File: config.mk
export PLATFORM = sky130hd
export DESIGN_NAME = jsu_ctrl
export DESIGN_NICKNAME = d
export VERILOG_FILES = /design/src/rtl/assert_macros.svh /design/src/rtl/jsu_pkg.sv /design/src/rtl/jsu_ctrl.sv
export SDC_FILE = /design/constraint.sdc
export NUM_CORES = 1
export LEC_CHECK = 0
export BUFFER_PORTS_ARGS = -buffer_cell sky130_fd_sc_hd__buf_2
export CAP_MARGIN = 20
export CORE_ASPECT_RATIO = 0.7
export CORE_UTILIZATION = 25
export CTS_BUF_LIST = sky130_fd_sc_hd__clkbuf_4 sky130_fd_sc_hd__clkbuf_8 sky130_fd_sc_hd__clkbuf_16
export DETAILED_ROUTE_END_ITERATION = 10
export PLACE_DENSITY = 0.47
export SYNTH_ARGS = -nofsm -noshare
export SYNTH_HDL_FRONTEND = slang
export SYNTH_SLANG_ARGS = --single-unit
File: constraint.sdc
create_clock -name clk -period 2 [get_ports clk]
set_input_delay 0.2 -clock clk [delete_from_list [all_inputs] [get_ports clk]]
set_output_delay 0.2 -clock clk [all_outputs]
set_load 0.03 [all_outputs]
File: src/rtl/assert_macros.svh
// Assertion helpers for the stress update block.
`ifndef ASSERT_MACROS_SVH
`define ASSERT_MACROS_SVH

`ifndef SYNTH
`define JSU_ASSERT_IMPLY(label, clk, rst, ante, cons) \
  label: assert property (@(posedge clk) disable iff (rst) (ante) |-> (cons)) \
    else $error("assertion failed");
`define JSU_ASSERT_NEXT(label, clk, rst, ante, cons) \
  label: assert property (@(posedge clk) disable iff (rst) (ante) |=> (cons)) \
    else $error("assertion failed");
`else
`define JSU_ASSERT_IMPLY(label, clk, rst, ante, cons)
`define JSU_ASSERT_NEXT(label, clk, rst, ante, cons)
`endif

`endif

File: src/rtl/jsu_pkg.sv
`default_nettype none
package jsu_pkg;

  localparam int GRAD_W     = 32;
  localparam int CFG_W      = 48;
  localparam int DT_W       = 32;
  localparam int NUM_COL    = 3;
  localparam int DIG_W      = 12;
  localparam int NUM_DIG    = 3;
  localparam int BOP_W      = NUM_DIG * DIG_W;
  localparam int TRACE_W    = GRAD_W + 3;
  localparam int ACC_W      = 128;
  localparam int FRAC_SHIFT = 61;
  localparam int GAIN_SHIFT = 24;

  typedef logic [1:0] idx_t;

  localparam idx_t ROW_LAST = 2'd2;
  localparam idx_t ROW_SKIP = 2'd3;
  localparam idx_t IDX_LAST = 2'd2;
  localparam idx_t DIG_LAST = idx_t'(NUM_DIG - 1);

  typedef enum logic [1:0] {
    CFG_SHEAR = 2'd0,
    CFG_LAME  = 2'd1,
    CFG_DT    = 2'd2
  } cfg_idx_t;

  typedef enum logic [2:0] {
    MS_NONE,
    MS_WT,
    MS_TW,
    MS_SHEAR,
    MS_LAME,
    MS_DT
  } msrc_t;

  typedef enum logic [4:0] {
    S_IDLE,
    S_PASS_RD,
    S_PASS_OUT,
    S_TR_RD,
    S_TR_ADD,
    S_INIT_RD,
    S_INIT,
    S_WT_RD,
    S_WT_MUL,
    S_TW_RD,
    S_TW_MUL,
    S_G_RD,
    S_G_MUL,
    S_L_MUL,
    S_D_MUL,
    S_FIN,
    S_OUT
  } state_t;

  typedef struct packed {
    logic  wr;
    logic  trace_clr;
    logic  trace_add;
    logic  acc_init;
    msrc_t src;
    idx_t  digit;
    logic  fin;
    logic  pass;
    logic  push;
    logic  last;
    idx_t  i;
    idx_t  j;
    idx_t  k;
    idx_t  ga;
    idx_t  gb;
    idx_t  sa;
    idx_t  sb;
  } jsu_cmd_t;

  typedef struct packed {
    logic out_full;
  } jsu_stat_t;

endpackage
`default_nettype wire

File: src/rtl/jsu_ctrl.sv
`default_nettype none
module jsu_ctrl import jsu_pkg::*; (
  input  logic      clk,
  input  logic      rst,
  input  logic      in_valid,
  input  idx_t      in_row,
  input  logic      in_active,
  input  jsu_stat_t stat,
  output logic      in_ready,
  output jsu_cmd_t  cmd
);

  state_t state, state_next;
  idx_t   i, i_next;
  idx_t   j, j_next;
  idx_t   k, k_next;
  idx_t   digit, digit_next;

  always_ff @(posedge clk) begin
    if (rst) begin
      state <= S_IDLE;
      i     <= '0;
      j     <= '0;
      k     <= '0;
      digit <= '0;
    end else begin
      state <= state_next;
      i     <= i_next;
      j     <= j_next;
      k     <= k_next;
      digit <= digit_next;
    end
  end

  always_comb begin
    state_next = state;
    i_next     = i;
    j_next     = j;
    k_next     = k;
    digit_next = digit;
    in_ready   = 1'b0;
    cmd        = '0;
    cmd.src    = MS_NONE;
    cmd.i      = i;
    cmd.j      = j;
    cmd.k      = k;
    cmd.digit  = digit;

    case (state)
      S_IDLE: begin
        in_ready = 1'b1;
        if (in_valid) begin
          cmd.wr = (in_row != ROW_SKIP);
          if (in_row == ROW_LAST) begin
            i_next        = '0;
            j_next        = '0;
            k_next        = '0;
            digit_next    = '0;
            cmd.trace_clr = 1'b1;
            state_next    = in_active ? S_TR_RD : S_PASS_RD;
          end
        end
      end
      S_PASS_RD: begin
        cmd.sa     = i;
        state_next = S_PASS_OUT;
      end
      S_PASS_OUT: begin
        cmd.sa = i;
        if (!stat.out_full) begin
          cmd.push = 1'b1;
          cmd.pass = 1'b1;
          cmd.last = (i == IDX_LAST);
          if (i == IDX_LAST) begin
            state_next = S_IDLE;
          end else begin
            i_next     = i + 2'd1;
            state_next = S_PASS_RD;
          end
        end
      end
      S_TR_RD: begin
        cmd.ga     = k;
        state_next = S_TR_ADD;
      end
      S_TR_ADD: begin
        cmd.ga        = k;
        cmd.trace_add = 1'b1;
        if (k == IDX_LAST) begin
          k_next     = '0;
          state_next = S_INIT_RD;
        end else begin
          k_next     = k + 2'd1;
          state_next = S_TR_RD;
        end
      end
      S_INIT_RD: begin
        cmd.sa     = i;
        state_next = S_INIT;
      end
      S_INIT: begin
        cmd.sa       = i;
        cmd.acc_init = 1'b1;
        k_next       = '0;
        digit_next   = '0;
        state_next   = S_WT_RD;
      end
      S_WT_RD, S_WT_MUL: begin
        cmd.ga = i;
        cmd.gb = k;
        cmd.sb = k;
        if (state == S_WT_RD) begin
          state_next = S_WT_MUL;
        end else begin
          cmd.src = MS_WT;
          if (digit == DIG_LAST) begin
            digit_next = '0;
            state_next = S_TW_RD;
          end else begin
            digit_next = digit + 2'd1;
          end
        end
      end
      S_TW_RD, S_TW_MUL: begin
        cmd.ga = k;
        cmd.gb = j;
        cmd.sa = i;
        if (state == S_TW_RD) begin
          state_next = S_TW_MUL;
        end else begin
          cmd.src = MS_TW;
          if (digit == DIG_LAST) begin
            digit_next = '0;
            if (k == IDX_LAST) begin
              k_next     = '0;
              state_next = S_G_RD;
            end else begin
              k_next     = k + 2'd1;
              state_next = S_WT_RD;
            end
          end else begin
            digit_next = digit + 2'd1;
          end
        end
      end
      S_G_RD, S_G_MUL: begin
        cmd.ga = i;
        cmd.gb = j;
        if (state == S_G_RD) begin
          state_next = S_G_MUL;
        end else begin
          cmd.src = MS_SHEAR;
          if (digit == DIG_LAST) begin
            digit_next = '0;
            state_next = (i == j) ? S_L_MUL : S_D_MUL;
          end else begin
            digit_next = digit + 2'd1;
          end
        end
      end
      S_L_MUL: begin
        cmd.src = MS_LAME;
        if (digit == DIG_LAST) begin
          digit_next = '0;
          state_next = S_D_MUL;
        end else begin
          digit_next = digit + 2'd1;
        end
      end
      S_D_MUL: begin
        cmd.src = MS_DT;
        if (digit == DIG_LAST) begin
          digit_next = '0;
          state_next = S_FIN;
        end else begin
          digit_next = digit + 2'd1;
        end
      end
      S_FIN: begin
        cmd.fin = 1'b1;
        if (j == IDX_LAST) begin
          state_next = S_OUT;
        end else begin
          j_next     = j + 2'd1;
          state_next = S_INIT_RD;
        end
      end
      S_OUT: begin
        if (!stat.out_full) begin
          cmd.push = 1'b1;
          cmd.last = (i == IDX_LAST);
          j_next   = '0;
          if (i == IDX_LAST) begin
            state_next = S_IDLE;
          end else begin
            i_next     = i + 2'd1;
            state_next = S_INIT_RD;
          end
        end
      end
      default: begin
        state_next = S_IDLE;
      end
    endcase
  end

endmodule
`default_nettype wire

# Yosys cells after proc, flatten, opt, wreduce, memory -nomap -nowiden
# Index checks and enable logic that the tools add are counted.
[word_totals]
regBits = 13
in_bits = 7
word_cells = 123
output_inout_bits = 28
[classes]
n_eq_ne = 39
reduce_logical = 19
n_addsub = 4
n_mux = 56
[op_table]
columns = ["operator", "n"]
rows = [
  ["5-bit case mux with 14 select lines", 1],
  ["5-bit two-way mux", 13],
  ["2-bit two-way mux", 22],
  ["5-bit by 4-bit equality test with 1-bit output (second input constant)", 8],
  ["2-bit inequality test (second input constant)", 14],
  ["5-bit by 3-bit equality test with 1-bit output (second input constant)", 4],
  ["2-bit case mux with 2 select lines", 4],
  ["3-bit case mux with 5 select lines", 1],
  ["5-bit AND reduction", 3],
  ["2-bit case mux with 6 select lines", 1],
  ["4-bit OR reduction", 3],
  ["2-bit equality test (second input constant)", 5],
  ["5-bit by 2-bit equality test with 1-bit output (second input constant)", 2],
  ["2-bit OR reduction", 5],
  ["3-bit two-way mux", 3],
  ["3-bit inequality test (second input constant)", 3],
  ["9-bit AND reduction", 1],
  ["2-bit by 1-bit adder with 2-bit output (second input constant)", 4],
  ["1-bit two-way mux", 8],
  ["2-bit case mux with 4 select lines", 1],
  ["2-bit case mux with 3 select lines", 1],
  ["6-bit AND reduction", 1],
  ["6-bit nonzero test", 1],
  ["6-bit OR reduction", 1],
  ["8 further kinds", 8],
]

# Logic depth before layout (Yosys ltp)
# Gate-level depths: netlist of the first run.
[depth]
ltp_word = 5
ltp_mapped = 7
depth_no_buf = 6

# Worst setup path after synthesis of the first run
# OpenSTA, ideal clock, no wires.
[synth_timing]
kind = "reg-to-output"
startpoint = "register state[3]"
endpoint = "output cmd[14] (netlist name)"
stages_incl_launch_ff = 5
path_slack_ps = -500
t_arrival_ps = 2300
t_required_ps = 1800
n_path_buf = 1
cell_sequence = "dfxtp_1 > clkbuf_1 > nor2_1 > nor4b_1 > and2_1"
[synth_lines]
columns = ["element", "line_no", "source"]
rows = [
  ["start: declaration", "jsu_ctrl.sv:13", "state_t state, state_next;"],
  ["start signal: assignment", "jsu_ctrl.sv:27", "state <= state_next;"],
  ["end: declaration", "jsu_ctrl.sv:10", "output jsu_cmd_t cmd"],
]

==> flow_summary.toml, run 1 <==
[min_path]
hold_path_class = "in -> reg"

[worst_setup_path]
cp.required_ns = 1.80
path_max_fanout = 5
crit_path_max_incr_delay_ns = 0.56
crit_slowest_cell = "or4_4"
worstSetupStartpointType = "register"
end_kind = "primary output"
path_cells = "or4_4 -> or3_4 -> inv_2 -> buf_6"
r2r_slack_ns = 0.12
critPathArrivalTime_ns = 1.75
crit_type = "reg -> out"

[placed_design]
dp_hpwl_um = 3100
gp_congestion = 0.815
io_buffers = 34
pre_cts_ws_ns = 0.150

[logic_synthesis]
seq_area_frac_synth = 0.212
syn_area_um2 = 1230
async_reset_ff_frac = 0
ys.warnings.count = 0
synth_cells = 173
ys.flop_type = "dfxtp_1"
synth_area_per_cell_um2 = 7.09
synth_edf_count = 0
ys_types = 46
ys_seq_elements = 13
syn-num-nets = 182

[cts]
htreeDepth = 1
root_buffer = "clkbuf_8"
cts_sinks = 13
clockBufferDepth = 2
clkTransAtPathRegs_ns = 0.06
tritoncts = "built"
clock_latency_ns = 0.25
cts_buffers = 3

[cells_and_area]
diodes = 0
final_cell_mix = "buf_2 (30), buf_4 (16), nor2_1 (15)"
final_common_cell = "buf_2"
nFillCells = 488
fin_util = 0.386
drive_gt1_frac = 0.347
area_delta_synth_final_pct = 42.6
nets = 226

[floorplan]
die_w_um = 85.7
core_area_um2 = 4530
start_util = 0.271
io_pins = 35
std_cell_rows = 20
dieArea_um2 = 5190
die_h_um = 60.6

[sta]
hold_viol = 0
setup_slack_ns = 0.0545
final.setup_skew_ns = 0.00451
max_slew.worst_pin.slew_ns = 0.477
setup_viol = 0
slew_headroom = 0.680
period_minus_slack_ns = 1.95
rsz0062_at_grt = "yes"
fmax_mhz = 514
fin_crit_sh = 0.973
finalMaxSlewViolations = 0

[grt]
grt_usage = 0.168
grt_pass1_wl_um = 6650
overflow = 0
first_global_vias = 1284
antenna_found_initial = 0
grt_max_degree = 29

[pwr]
ir_worst_vdd_mv = 0.278
power_density_nw_per_um2 = 768
p_leak_uw = 0.000724
power_uw = 1340

[detailed_routing]
firstDrtPassIters = 4
vias = 1456
first_iter_violations = 65
routed_via_density = 5.16
drc = 0
routed_wl_um = 4190
drtAntennaViolNets = 0
wire_per_inst_um = 14.8

[status]
status = "complete, no violations"

[flow_run]
cap_violations = 0
[through the flow]
step	hold WS, ns	TNS, ns	cells	cell area (um^2)
3_5_place_dp	0.545	0	272	1570
2_1_floorplan	0.374	-0.133	173	1280
4_1_cts	0.312	0	279	1660
5_1_grt	0.328	-0.0301	282	1750
6_report	0.307	0	282	1750
3_3_place_gp	0.544	0	272	1570
[sequential cells by signal, summed over array words and instances, names as in the netlist]
signal,flops
k,2
state,5
i,2
digit,2
j,2
[what timing repair did]
item,4_1_cts,5_1_grt
pin swaps,1,2
resized for setup,3,23
buffers inserted,3,3
endpoints found under the hold margin,0,0
setup endpoints to repair,2,9
hold buffers,0,0
[worst max-delay path, delay by kind of cell (launching register included)]
family	cells	cell delay (ns)
flip-flops	1	0.34
AND/OR/NAND/NOR	2	0.96
buffers and inverters	2	0.19
[worst paths after layout]
path / startpoint / to / cells after the start
hold reg to reg: digit[1] / digit[1] / 2
setup reg to reg: state[0] / i[1] / 4
setup / recovery: state[0] / cmd[25] / 4
hold / removal: rst / state[3] / 2
[synthesized netlist by cell type, drive strengths merged, types with 3 or more instances]
library cell / number / area share
o21ai: 7 / 0.029
inv: 9 / 0.028
buf: 6 / 0.020
a311oi: 3 / 0.021
nand3b: 5 / 0.031
nand2: 6 / 0.018
and3: 3 / 0.015
o22ai: 3 / 0.015
a21oi: 13 / 0.053
o32ai: 3 / 0.021
nor4b: 4 / 0.029
dfxtp: 13 / 0.21
nor3: 4 / 0.016
clkbuf: 8 / 0.024
nor4: 7 / 0.036
nor2b: 3 / 0.015
nor2: 19 / 0.058
a31oi: 4 / 0.020
xor2: 3 / 0.021
xnor2: 4 / 0.029
o31ai: 3 / 0.018
nand3: 3 / 0.012
nand2b: 10 / 0.051
[cells by family (layout without fill, tap and decap cells)]
logic type	after synthesis	in the layout	synth area share
buffers and inverters	23	66	0.0724
AO/OA/AOI/OAI	52	52	0.289
AND/OR/NAND/NOR	76	76	0.356
XOR/XNOR	7	7	0.0500
adder cells (fa/ha/maj)	2	2	0.0204
flip-flops	13	13	0.212
[final cells by class]
class | instances | area, um^2 | area share
inverter | 9 | 33.8 | 0.0193
tap | 66 | 82.6 | 0.0472
multi-input combinational | 137 | 963 | 0.551
sequential | 13 | 262 | 0.150
timing repair buffer | 53 | 358 | 0.205
clock buffer | 4 | 48.8 | 0.0279
[power by group]
group | internal (uW) | total, uW | switching, uW
Clock | 155 | 259 | 104
Combinational | 325 | 791 | 466
Sequential | 277 | 292 | 14.6
[routing by layer]
| layer | part of all wire | GRT usage |
|---|---|---|
| met5 | 0 | 0 |
| met4 | 0.0045 | 0.0286 |
| met3 | 0.063 | 0.0381 |
| met2 | 0.40 | 0.249 |
| met1 | 0.53 | 0.252 |
(Power assumes the default switching activity.)
==> run 2, diff against run 1 <==
--- a/config.mk
+++ b/config.mk
@@ -5,6 +5,7 @@
 export SDC_FILE = /design/constraint.sdc
 export NUM_CORES = 1
 export LEC_CHECK = 0
+export ABC_AREA = 1
 export BUFFER_PORTS_ARGS = -buffer_cell sky130_fd_sc_hd__buf_2
 export CAP_MARGIN = 20
 export CORE_ASPECT_RATIO = 0.7
==> constraint.sdc (replaced) <==
create_clock -name clk -period 2.1 [get_ports clk]
set_input_delay 0.21 -clock clk [delete_from_list [all_inputs] [get_ports clk]]
set_output_delay 0.21 -clock clk [all_outputs]
set_load 0.03 [all_outputs]
==> run 2 against run 1 <==
Compared with the run above:
- sequential share of layout area increased by 2.5 points
- clock-buffer cell count unchanged
- design area decreased by 13%
- first-iteration DRC count increased by 94%
- sequential power increased by 58%
- combinational power increased by 92%
- die area decreased by 0.70%
- via count increased by 4.7%
- flip-flop and latch count unchanged
- critical path type unchanged
- largest cell class unchanged
==> flow_summary.toml, run 2 <==
[worst_setup_path]
end_kind = "primary output"
cp.required_ns = 1.89
critPathArrivalTime_ns = 1.75
crit_type = "reg -> out"
path_max_fanout = 6
worstSetupStartpointType = "register"

[grt]
first_global_vias = 1334
grt_usage = 0.157
grt_max_degree = 10
overflow = 0
antenna_found_initial = 0
grt_pass1_wl_um = 6170

[cells_and_area]
final_cell_mix = "nor2_1 (51), nand2_1 (48), buf_2 (33)"
nets = 271
diodes = 0
area_delta_synth_final_pct = 25.2
instances_no_fill = 316
design_area_um2 = 1520
regMostFlops = "state"
final_common_cell = "nor2_1"
largest_reg_flops = 5
drive_gt1_frac = 0.241

[floorplan]
core_area_um2 = 4500
start_util = 0.270
die_w_um = 85.4
die_h_um = 60.4
std_cell_rows = 20
dieArea_um2 = 5160
io_pins = 35

[logic_synthesis]
synth_area_leaders = "dfxtp_1 (21%), nor2_1 (16%), nand2_1 (15%)"
seq_area_frac_synth = 0.214
async_reset_ff_frac = 0
synth_area_per_cell_um2 = 5.46
ys_seq_elements = 13
synth_cells = 223
ys.flop_type = "dfxtp_1"
ys_types = 22
syn-num-nets = 232
synth_edf_count = 0
syn_area_um2 = 1220
yosysTopAreaCellShare = 0.214
synth_top_cells_by_count = "nor2_1 (52), nand2_1 (50), inv_1 (28)"
yosysMostFrequentCell = "nor2_1"
ys.warnings.count = 0
yosysTopAreaCell = "dfxtp_1"

[detailed_routing]
vias = 1524
routed_wl_um = 3960
drc = 0
routed_via_density = 4.82
firstDrtPassIters = 4
drtAntennaViolNets = 0
first_iter_violations = 126
wire_per_inst_um = 12.5

[cts]
clockBufferDepth = 2
cts_buffers = 3
postCtsHoldBufs = 0
tritoncts = "built"
post_cts.repair.setup_buffers = 0
htreeDepth = 1
clock_latency_ns = 0.25
cts_sinks = 13
clkTransAtPathRegs_ns = 0.06
root_buffer = "clkbuf_8"

[sta]
setup_viol = 0
hold_viol = 0
period_minus_slack_ns = 1.96
finalMaxSlewViolations = 0
fin_crit_sh = 0.931
rsz0062_at_grt = "no"
tns_ns = 0
fmax_mhz = 511
final.setup_skew_ns = 0.00143
max_slew.worst_pin.slew_ns = 0.331
setup_slack_ns = 0.145
slew_headroom = 0.779

[pwr]
power_uw = 2240
ir_worst_vdd_mv = 0.496
power_density_nw_per_um2 = 1470
p_leak_uw = 0.000841

[placed_design]
dp.cells = 312
dp_hpwl_um = 3290
io_buffers = 34
pre_cts_ws_ns = 0.310
place_area_um2 = 1460
gp_congestion = 0.898

[min_path]
hold_path_class = "in -> reg"

[flow_run]
cap_violations = 0

[status]
status = "complete, no violations"
==> run 2: cell type report <==
class | instances | area (um^2)
multi-input combinational | 174 | 828
clock buffer | 4 | 48.8
sequential | 13 | 267
inverter | 35 | 131
fill | 547 | 2980
timing repair buffer | 35 | 180
tap | 55 | 68.8
==> run 2: final timing paths <==
| check | startpoint | end | slack (ns) | cells past startpoint |
|---|---|---|---|---|
| min | rst | state[2] | 0.22 | 2 |
| max | state[0] | cmd[6] | 0.14 | 7 |
| min reg2reg | k[1] | k[1] | 0.50 | 2 |
| max reg2reg | state[3] | j[0] | 0.42 | 9 |
==> run 2: repair_timing <==
item / in CTS / in global routing
endpoints found under the setup margin: 0 / 4
hold endpoints to repair: 0 / 0
resized for setup: 0 / 8
==> run 2: cell families (layout without fill, tap and decap cells) <==
group                      after synthesis  after routing  share of synthesized area
DFF                                     13             13                      0.214
adders and majority gates                2              2                     0.0206
AOI/OAI and AO/OA                       24             24                      0.106
buffers and inverters                   36             74                      0.112
and+or+nand+nor                        148            148                      0.548
==> run 2: metal layers <==
metal  up-vias  share of wire  routed length, um  GRT usage
li1        795              -                  -          -
met1       667           0.52               2080      0.227
met2        57           0.40               1580      0.232
met3         5          0.072                285     0.0449
met4         0         0.0053                 21     0.0310
met5         -              0                  0          0
==> run 2: power by group <==
group | internal (uW) | switching [uW] | total, uW
clock network | 148 | 107 | 255
logic | 463 | 1060 | 1520
registers | 334 | 126 | 460
==> run 2: through the flow <==
| stage | utilization | hold slack (ns) |
|---|---|---|
| after CTS | 0.335 | 0.227 |
| after floorplan | - | 0.279 |
| after detailed placement | 0.324 | 0.494 |
| after global routing | 0.338 | 0.240 |
| after global placement | 0.324 | 0.494 |
| final | 0.338 | 0.225 |
==> run 2: worst max-delay path: stages, from the launching register on <==
cell and delay, ns:
dfxtp_1 0.52, nand2_1 0.16, nand2_1 0.17, nand2_2 0.11, nand2_2 0.10, nor2_1 0.06
o22ai_1 0.15, clkbuf_4 0.21
==> run 3, diff against run 2 <==
--- a/config.mk
+++ b/config.mk
@@ -8,7 +8,7 @@
 export ABC_AREA = 1
 export BUFFER_PORTS_ARGS = -buffer_cell sky130_fd_sc_hd__buf_2
 export CAP_MARGIN = 20
-export CORE_ASPECT_RATIO = 0.7
+export CORE_ASPECT_RATIO = 1.5
 export CORE_UTILIZATION = 25
 export CTS_BUF_LIST = sky130_fd_sc_hd__clkbuf_4 sky130_fd_sc_hd__clkbuf_8 sky130_fd_sc_hd__clkbuf_16
 export DETAILED_ROUTE_END_ITERATION = 10
==> run 3 against run 2 <==
Compared with the run above:
- flip-flop and latch count is the same
- non-clock buffer count grew 1
- critical path depth grew 1
==> flow_summary.toml, run 3 (same netlist as run 2, synthesis figures left out) <==
[worst_setup_path]
path_cells = "nor2_2 -> nand2_1 -> inv_2 -> nand2_1 -> nand2_1 -> nor2_1 -> o22ai_1 -> clkbuf_4"
rr_worst_depth = 7
cp.required_ns = 1.89
r2r-start = "state[4]"
crit_type = "reg -> out"
crit_slowest_cell = "dfxtp_2"
crit_path_max_incr_delay_ns = 0.39
crit_start = "state[2]"
crit_top_cell = "nand2_1"
path_max_fanout = 8
worstSetupStartpointType = "register"
critPathArrivalTime_ns = 1.75
end_kind = "primary output"

[floorplan]
io_pins = 35
start_util = 0.264
die_w_um = 59.0
die_h_um = 87.5
core_area_um2 = 4620
std_cell_rows = 30
dieArea_um2 = 5160

[detailed_routing]
routed_wl_um = 4240
drc = 0
firstDrtPassIters = 4
drtAntennaViolNets = 0
vias = 1534
first_iter_violations = 67
wire_per_inst_um = 13.0
routed_via_density = 4.71

[grt]
first_global_vias = 1487
grt_max_degree = 10
antenna_found_initial = 0
grt_pass1_wl_um = 7040
overflow = 0
grt_usage = 0.181

[cts]
clkTransAtPathRegs_ns = 0.07
clockBufferDepth = 2
clock_latency_ns = 0.25
postCtsHoldBufs = 0
cts_sinks = 13
htreeDepth = 1
cts_buffers = 3
tritoncts = "built"
root_buffer = "clkbuf_8"

[cells_and_area]
regMostFlops = "state"
final_common_cell = "nor2_1"
multi_input_area_um2 = 823
final-seq-area_um2 = 265
largest_reg_flops = 5
nFillCells = 538
final_cell_mix = "nor2_1 (51), nand2_1 (50), buf_2 (32)"
drive_gt1_frac = 0.244
fin_util = 0.333
area_delta_synth_final_pct = 26.2
instances_no_fill = 326
nets = 272
diodes = 0

[sta]
hold_viol = 0
period_minus_slack_ns = 1.96
final.setup_skew_ns = 0.00432
tns_ns = 0
max_slew.worst_pin.slew_ns = 0.357
fmax_mhz = 509
slew_headroom = 0.761
fin_crit_sh = 0.935
finalMaxSlewViolations = 0
rsz0062_at_grt = "no"
setup_viol = 0

[placed_design]
io_buffers = 34
dp.cells = 322
gp_congestion = 0.961
dp_hpwl_um = 3500

[pwr]
pwr-share-seq = 0.203
pwr-share-clk = 0.108
power_density_nw_per_um2 = 1460
intPower_uw = 933
switching_share = 0.585
p_leak_uw = 0.000842
ir_worst_vdd_mv = 0.419
p_switching_uw = 1320
p_comb_frac = 0.688

[min_path]
hold_path_class = "in -> reg"
hold_depth = 2
hp-start = "rst"

[status]
status = "complete, no violations"

[flow_run]
cap_violations = 0
run 3: cell types whose count changed in the layout (fill, tap and decap cells not counted):
cell	delta
inv_2	+1
dfxtp_2	+2
buf_4	+1
nand2_2	-2
buf_2	-1
clkinv_2	+1
dfxtp_1	-1
dfxtp_4	-1
inv_1	-1
nand2_1	+2
run 3: layout make-up:
class	instances	share of cell area
repair buffers	36	0.124
clock buffers	3	0.0269
clock inverters	1	0.00326
inverters	35	0.0855
multi-input cells	174	0.536
well taps	64	0.0521
flip-flops and latches	13	0.173
run 3: path summary, 6_finish.rpt:
| kind | to | slack [ns] |
|---|---|---|
| worst max-delay path | cmd[6] | 0.14 |
| worst min-delay path | state[0] | 0.21 |
| worst max register to register | state[3] | 0.37 |
| worst min register to register | k[1] | 0.50 |
run 3: power by group through the flow:
stage	Sequential [uW]	Combinational [uW]	Clock, uW
2_1_floorplan	541	1050	0
3_3_place_gp	459	1570	0
3_5_place_dp	459	1540	0
4_1_cts	452	1550	244
5_1_grt	475	1740	263
6_report	457	1550	243
run 3: repair_timing:
| item | in CTS | in global routing |
|---|---|---|
| setup endpoints to repair | 0 | 4 |
| setup buffers | 0 | 0 |
| hold endpoints to repair | 0 | 0 |
| gates resized for setup | 0 | 8 |
run 3: layer usage:
layer  up-vias  GRT usage  part of all wire  wire length (um)
met1       684      0.206              0.41              1740
met3        11     0.0134             0.041               173
met4         0     0.0909             0.038               161
met5         -          0                 0                 0
li1        787          -                 -                 -
met2        52      0.326              0.51              2160
run 3: critical path: cells and delay by family, from the launching register on:
kind | cells | cell delay (ns)
buffers and inverters | 2 | 0.34
DFF | 1 | 0.39
AOI/OAI and AO/OA | 1 | 0.15
and+or+nand+nor | 5 | 0.63
run 3: through the flow:
step / total power [uW] / setup slack [ns] / instance area (um^2) / hold WS [ns]
4_1_cts: 2240 / 0.0260 / 1520 / 0.218
2_1_floorplan: 1600 / 0.291 / 1220 / 0.279
3_3_place_gp: 2020 / 0.252 / 1480 / 0.488
3_5_place_dp: 2000 / 0.314 / 1480 / 0.483
5_1_grt: 2480 / 0.0296 / 1540 / 0.208
6_report: 2250 / 0.136 / 1540 / 0.208
